==> src/rtl/efad_pkg.sv <==
`timescale 1ns / 1ps
// Shared widths, reset values and sizes for the earliest-free agent dispatcher.
// No dependencies; imported by earliest_free_agent_dispatch.
package efad_pkg;

    localparam int MAX_AGENTS_DEF = 64;
    localparam int CFG_W          = 7;
    localparam int DUR_W          = 16;
    localparam int IDX_W          = 7;
    localparam int TIME_W         = 32;
    localparam int CNT_W          = 32;
    localparam int OUT_W          = IDX_W + TIME_W + CNT_W;
    localparam int OUT_TDATA_W    = ((OUT_W + 7) / 8) * 8;

    localparam logic [CFG_W-1:0] NUM_AGENTS_RST = CFG_W'(64);

    typedef logic [TIME_W-1:0] time_val_t;
    typedef logic [CNT_W-1:0]  cnt_val_t;

endpackage

==> src/rtl/earliest_free_agent_dispatch.sv <==
`timescale 1ns / 1ps
// Earliest-free agent dispatcher: a call goes to the agent that frees up first.
// Depends on efad_pkg for widths and reset values.
//
// Usage: a beat on the s_ channel is a request. With s_tuser low it dispatches a
// call of length s_tdata; one result beat follows with the chosen agent, its start
// time and its new served count, with m_tlast high. With s_tuser high it reports
// every active agent's count in index order, one beat per agent, start time zero,
// m_tlast on the final one. The user must write the agent count through cfg_we/cfg_wdata
// only while the block is idle; the block itself does not enforce this. Zero acts as one,
// values above MAX_AGENTS as MAX_AGENTS. Free times and counts live in two single-port
// memories with a registered read. A dispatch reads every active entry once to find the
// smallest free time in ST_SCAN, then passes ST_LAST and ST_WRITE, where its result is
// loaded into the output register. A report reads each entry in ST_RRD and loads its beat
// in ST_RPT. One request is worked on at a time; s_tready is high only between requests.
// Results pass through one output register, so a new request is accepted while the last
// result waits. When the receiver stalls, the block holds in ST_WRITE or ST_RPT until
// the output register empties.
// After reset all free times and counts read as zero through per-entry valid bits,
// and the agent count is 64.
module earliest_free_agent_dispatch #(
    parameter int MAX_AGENTS = efad_pkg::MAX_AGENTS_DEF
) (
    input  logic                                clk,
    input  logic                                rst_n,
    input  logic                                cfg_we,
    input  logic [efad_pkg::CFG_W-1:0]          cfg_wdata,
    input  logic                                s_tvalid,
    output logic                                s_tready,
    // s_tdata: call_duration.
    input  logic [efad_pkg::DUR_W-1:0]          s_tdata,
    // s_tuser: req_type.
    input  logic                                s_tuser,
    output logic                                m_tvalid,
    input  logic                                m_tready,
    // m_tdata: agent_index, start_time, served_count, then zero fill.
    output logic [efad_pkg::OUT_TDATA_W-1:0]    m_tdata,
    output logic                                m_tlast
);
    import efad_pkg::*;

    localparam int AW = (MAX_AGENTS > 1) ? $clog2(MAX_AGENTS) : 1;
    localparam int CW = $clog2(MAX_AGENTS + 1);

    localparam logic [2:0] ST_IDLE  = 3'd0;
    localparam logic [2:0] ST_SCAN  = 3'd1;
    localparam logic [2:0] ST_LAST  = 3'd2;
    localparam logic [2:0] ST_WRITE = 3'd3;
    localparam logic [2:0] ST_RRD   = 3'd4;
    localparam logic [2:0] ST_RPT   = 3'd5;

    logic [2:0]            state_reg, state_next;
    logic [CFG_W-1:0]      num_agents_reg;
    logic [CW-1:0]         n_act;
    logic [AW-1:0]         idx_reg;
    logic [DUR_W-1:0]      dur_reg;
    logic [MAX_AGENTS-1:0] vld_reg;

    time_val_t free_mem [MAX_AGENTS];
    cnt_val_t  cnt_mem  [MAX_AGENTS];
    time_val_t free_rd_reg;
    cnt_val_t  cnt_rd_reg;
    logic      vld_rd_reg;
    logic      mem_re, mem_we;

    logic      cmp_vld_reg;
    logic [AW-1:0] cmp_idx_reg;
    time_val_t eff_free;
    cnt_val_t  eff_cnt;
    time_val_t best_free_reg;
    cnt_val_t  best_cnt_reg;
    logic [AW-1:0] best_idx_reg;

    logic [TIME_W:0] free_sum;
    time_val_t new_free;
    cnt_val_t  new_cnt;
    logic      idx_last;
    logic      out_free, load_out;

    logic [OUT_TDATA_W-1:0] m_tdata_reg;
    logic                   m_tvalid_reg, m_tlast_reg;

    always_comb
    begin
        if (num_agents_reg == '0)
        begin
            n_act = CW'(1);
        end
        else if (num_agents_reg > CFG_W'(MAX_AGENTS))
        begin
            n_act = CW'(MAX_AGENTS);
        end
        else
        begin
            n_act = CW'(num_agents_reg);
        end
    end

    assign idx_last = (CW'(idx_reg) == n_act - CW'(1));
    assign out_free = !m_tvalid_reg || m_tready;
    assign eff_free = vld_rd_reg ? free_rd_reg : '0;
    assign eff_cnt  = vld_rd_reg ? cnt_rd_reg : '0;

    assign free_sum = {1'b0, best_free_reg} + (TIME_W + 1)'(dur_reg);
    assign new_free = free_sum[TIME_W] ? '1 : free_sum[TIME_W-1:0];
    assign new_cnt  = (best_cnt_reg == '1) ? best_cnt_reg : best_cnt_reg + CNT_W'(1);

    assign mem_re   = (state_reg == ST_SCAN) || (state_reg == ST_RRD);
    assign mem_we   = (state_reg == ST_WRITE) && out_free;
    assign load_out = mem_we || ((state_reg == ST_RPT) && out_free);

    always_comb
    begin
        state_next = state_reg;
        unique case (state_reg)
            ST_IDLE:
            begin
                if (s_tvalid)
                begin
                    state_next = s_tuser ? ST_RRD : ST_SCAN;
                end
            end
            ST_SCAN:
            begin
                if (idx_last)
                begin
                    state_next = ST_LAST;
                end
            end
            ST_LAST:
            begin
                state_next = ST_WRITE;
            end
            ST_WRITE:
            begin
                if (out_free)
                begin
                    state_next = ST_IDLE;
                end
            end
            ST_RRD:
            begin
                state_next = ST_RPT;
            end
            ST_RPT:
            begin
                if (out_free)
                begin
                    state_next = idx_last ? ST_IDLE : ST_RRD;
                end
            end
            default:
            begin
                state_next = ST_IDLE;
            end
        endcase
    end

    assign s_tready = (state_reg == ST_IDLE);

    always_ff @(posedge clk or negedge rst_n)
    begin
        if (!rst_n)
        begin
            state_reg      <= ST_IDLE;
            num_agents_reg <= NUM_AGENTS_RST;
            vld_reg        <= '0;
            cmp_vld_reg    <= 1'b0;
            m_tvalid_reg   <= 1'b0;
        end
        else
        begin
            state_reg   <= state_next;
            cmp_vld_reg <= (state_reg == ST_SCAN);
            if (cfg_we)
            begin
                num_agents_reg <= cfg_wdata;
            end
            if (mem_we)
            begin
                vld_reg[best_idx_reg] <= 1'b1;
            end
            if (load_out)
            begin
                m_tvalid_reg <= 1'b1;
            end
            else if (m_tready)
            begin
                m_tvalid_reg <= 1'b0;
            end
        end
    end

    always_ff @(posedge clk)
    begin
        if (mem_we)
        begin
            free_mem[best_idx_reg] <= new_free;
            cnt_mem[best_idx_reg]  <= new_cnt;
        end
        if (mem_re)
        begin
            free_rd_reg <= free_mem[idx_reg];
            cnt_rd_reg  <= cnt_mem[idx_reg];
            vld_rd_reg  <= vld_reg[idx_reg];
        end
    end

    always_ff @(posedge clk)
    begin
        if (s_tvalid && s_tready)
        begin
            idx_reg <= '0;
            dur_reg <= s_tdata;
        end
        else if ((state_reg == ST_SCAN) || ((state_reg == ST_RPT) && out_free))
        begin
            idx_reg <= idx_reg + AW'(1);
        end

        cmp_idx_reg <= idx_reg;
        if (cmp_vld_reg && ((cmp_idx_reg == '0) || (eff_free < best_free_reg)))
        begin
            best_free_reg <= eff_free;
            best_cnt_reg  <= eff_cnt;
            best_idx_reg  <= cmp_idx_reg;
        end

        if (mem_we)
        begin
            m_tdata_reg <= OUT_TDATA_W'({new_cnt, best_free_reg,
                                         IDX_W'(best_idx_reg) + IDX_W'(1)});
            m_tlast_reg <= 1'b1;
        end
        else if (load_out)
        begin
            m_tdata_reg <= OUT_TDATA_W'({eff_cnt, time_val_t'(0),
                                         IDX_W'(idx_reg) + IDX_W'(1)});
            m_tlast_reg <= idx_last;
        end
    end

    assign m_tvalid = m_tvalid_reg;
    assign m_tdata  = m_tdata_reg;
    assign m_tlast  = m_tlast_reg;

    a_load_only_when_free: assert property (@(posedge clk) disable iff (!rst_n)
        load_out |-> (!m_tvalid_reg || m_tready))
        else $error("Output register loaded while a result was still pending.");

    a_dispatch_marks_last: assert property (@(posedge clk) disable iff (!rst_n)
        mem_we |=> (m_tvalid && m_tlast))
        else $error("Dispatch result not marked as the last beat.");

    a_valid_bits_grow: assert property (@(posedge clk) disable iff (!rst_n)
        mem_we |=> ((($past(vld_reg) & ~vld_reg) == '0) && $countones(vld_reg) > 0))
        else $error("An entry valid bit was lost after a write.");

endmodule
==> config.mk <==
export PLATFORM = sky130hd
export DESIGN_NAME = earliest_free_agent_dispatch
export DESIGN_NICKNAME = d
export VERILOG_FILES = /design/src/rtl/efad_pkg.sv /design/src/rtl/earliest_free_agent_dispatch.sv
export SDC_FILE = /design/constraint.sdc
export NUM_CORES = 2
export LEC_CHECK = 0
export BUFFER_PORTS_ARGS = -buffer_cell sky130_fd_sc_hd__buf_4
export CAP_MARGIN = 20
export CORE_MARGIN = 3
export CORE_UTILIZATION = 65
export CTS_CLUSTER_SIZE = 20
export DETAILED_ROUTE_END_ITERATION = 6
export GPL_ROUTABILITY_DRIVEN = 0
export PLACE_DENSITY_LB_ADDON = 0.2
export RECOVER_POWER = 50
export SLEW_MARGIN = 20
export SYNTH_ARGS = -nofsm -noshare
export SYNTH_HDL_FRONTEND = slang
export SYNTH_SLANG_ARGS = --single-unit
==> constraint.sdc <==
create_clock -name clk -period 13.9 [get_ports clk]
set_input_delay 1.39 -clock clk [delete_from_list [all_inputs] [get_ports clk]]
set_output_delay 1.39 -clock clk [all_outputs]
set_load 0.01 [all_outputs]
==> metrics.yaml <==
yosys:
  ys_top_cells_by_count: "edfxtp_1, mux4_2, clkbuf_1"
  seq_area_frac_synth_pct: 77.8
  synth_top_area_share_pct: 76.5
  ys_async_sr_fraction_pct: 1.72
  synth-simple-area-share_pct: 1.64
  synth.largest_area_cell: "edfxtp_1"
  synth_compound_area_share_pct: 1.41
  synthXorXnorAreaFrac_pct: 0.269
  synthCells: 7162
  syn_area_mm2: 0.169
  avgSynthCellArea_um2: 23.7
  mappedNetlistNets: 7243
  ys_ff_latch: 4407
  yosysWarnings: 0
  ys.flop_type: "edfxtp_1"
  synth_top_family_by_area: "multiplexers"
  synthAdderAreaFrac_pct: 0.388
  synth.area.top_cells: "edfxtp_1, mux4_2, dfrtp_1"
  synthDistinctLibCells: 65
  synth_mux_area_share_pct: 17.4
  synth-edff-count: 4318
  synth_most_common_cell: "edfxtp_1"
critical_path:
  cp.depth: 11
  crit_path_start: "m_tready"
  crit_arrival_ns: 9.49
  max_stage_delay_ns: 2.61
  crit_family: "buffers and inverters"
  path_cells: "clkbuf_4 > nand2b_1 > and2_0 > and3b_1 > clkbuf_1 > nand2_1 > or3_1 > clkbuf_1 > nor2_4 > clkbuf_1 > buf_4"
  worstReg2RegEnd: "free_mem[14][11]$_DFFE_PP_"
  end_kind: "register"
  critPathSlowestCell: "clkbuf_1"
  cp.required_ns: 14.46
  regToRegSetupSlack_ns: 5.11
  start_kind: "input pin"
  rr_startpoint: "m_tvalid$_DFFE_PN0P_"
  reg2reg_depth: 10
  worstPathMaxFanout: 41
  crit_buf_inv: 5
  crit_type: "input pin to register"
  cp_common_cell: "clkbuf_1"
  endpoint: "free_mem[14][11]$_DFFE_PP_"
cts:
  cts_tree: "done"
  clk_latency_ns: 0.99
  cts_resized: 0
  cts_sinks: 4407
  cts_max_path_buffers: 4
  h-tree-depth: 5
  cts_buffers: 433
  path_clk_slew_ns: 0.06
  cts_root_buf: "clkbuf_16"
  ctsHoldBuffers: 0
  cts_setup_buffers: 0
die:
  die_area_mm2: 0.267
  ios: 104
  die_h_um: 517
  core_mm2: 0.258
  initial_core_util_pct: 65.6
  num_rows: 186
  die_width_um: 517
min_path:
  min-delay-path-class: "register to register"
  holdCritStartpoint: "cmp_idx_reg[3]$_DFF_P_"
timing:
  fin_crit_sh_pct: 64.2
  rsz0062_at_grt: "no"
  setup_ws_ns: 4.98
  max_freq_ghz: 0.112
  drv_slew: 4429
  finalSetupViolCount: 0
  tightest_slew_ns: 4.61
  hold_viol_final: 0
  fin_crit_ns: 8.92
  clock_skew_ns: 0.0637
  tns_ns: 0
  slew-limit-headroom_pct: -207
detailed_routing:
  vias: 82400
  drt_drc_violations_left: 0
  firstDrtPassIters: 7
  wire_per_inst_um: 39.4
  postRouteAntennaNets: 0
  avgViaCountPerCell: 7.26
  wirelength_um: 448000
  drt-initial-drc-count: 13000
global_route:
  grtUsageTotal_pct: 34.4
  grt_pass1_wl_um: 638000
  grt_pass1_vias: 83400
  grt_max_degree: 119
  antenna_found_initial: 26
  grt_overflow: 0
pwr:
  power_density_mw_per_mm2: 191
  power_leakage_nw: 59.2
  peakVddDrop_uv: 204
outcome:
  status: "finished, violations left"
  violations: "max-capacitance violations, max-slew violations"
cells_and_area:
  area_growth_pct: 11.2
  num-fill-cells: 13800
  drive_above_1_share_pct: 27.6
  fin_nets: 7661
placement:
  port_buffers: 102
  dp_slack_ns: 8.16
  post-dp-hpwl_um: 242000
flow_run:
  cap_violations: 121
-- cell type report --
class	count	area, µm²	share of cell area (%)
tap	3384	4230	2.25
multi-input combinational	2344	36400	19.3
antenna	55	138	0.0731
clock inverter	224	1910	1.01
timing repair buffer	354	2170	1.15
inverter	40	150	0.0797
sequential	4407	132000	70.0
clock buffer	546	11500	6.09
-- metrics by stage --
step           util [%]  cell area (µm²)  cells  power [mW]  hold slack, ns
2_1_floorplan         -           169000   7162        21.7           0.329
3_3_place_gp       68.1           176000  10500        24.8           0.413
3_5_place_dp       68.2           176000  10500        24.9           0.418
4_1_cts            73.4           189000  11300        36.1           0.327
5_1_grt            73.0           188000  11400        36.9           0.435
6_report           73.0           188000  11400        36.0           0.435
-- report_power, final --
| part | total (mW) | internal [mW] | switching [mW] | leakage (nW) |
|---|---|---|---|---|
| Sequential | 15.2 | 15.0 | 0.270 | 40.0 |
| Clock | 11.2 | 6.40 | 4.83 | 6.56 |
| Combinational | 9.51 | 4.22 | 5.29 | 12.6 |
| Total | 36.0 | 25.6 | 10.4 | 59.2 |
-- worst min path at each step --
stage | to | slack (ns) | cells after the start
after floorplan | cmp_idx_reg[3]$_DFF_P_ | 0.33 | 0
after global placement | best_idx_reg[4]$_DFFE_PP_ | 0.41 | 0
after detailed placement | best_idx_reg[3]$_DFFE_PP_ | 0.42 | 0
after CTS | num_agents_reg[2]$_DFFE_PN0P_ | 0.33 | 1
after global routing | best_idx_reg[3]$_DFFE_PP_ | 0.43 | 0
final | best_idx_reg[3]$_DFFE_PP_ | 0.44 | 0
-- cell families (layout without fill, tap and decap cells) --
group,count (synthesis),count (layout)
flops,4407,4407
buf+inv,411,1164
fa+ha+maj,52,52
xor+xnor,52,52
simple gates,546,546
mux,1355,1355
compound gates,338,338
other cells,1,56
-- layer usage --
layer	global-route usage (%)	part of all wire, %
met5	0	0.016
met4	17.3	6.0
met3	8.02	12
met2	52.9	48
met1	47.4	34
-- placed cells by master (no fill, tap or decap), drive strengths merged, types with 14 or more instances in the layout --
cell    netlist  final
ha           51     51
nor2b        40     40
o21ai        36     36
xor2         31     31
a211oi       42     42
clkbuf      179    728
mux2i        46     46
dfrtp        75     75
nand4        19     19
diode         0     55
or2          59     59
and2         67     67
and3         19     19
xnor2        21     21
a22oi       104    104
buf         192    172
nor2        150    150
bufinv        0     32
inv          40     48
mux4       1267   1267
nor3         14     14
edfxtp     4318   4318
nand3        25     25
mux2         42     42
clkinv        0    175
a21oi        60     60
nand2       107    107
(Power assumes the default switching activity.)
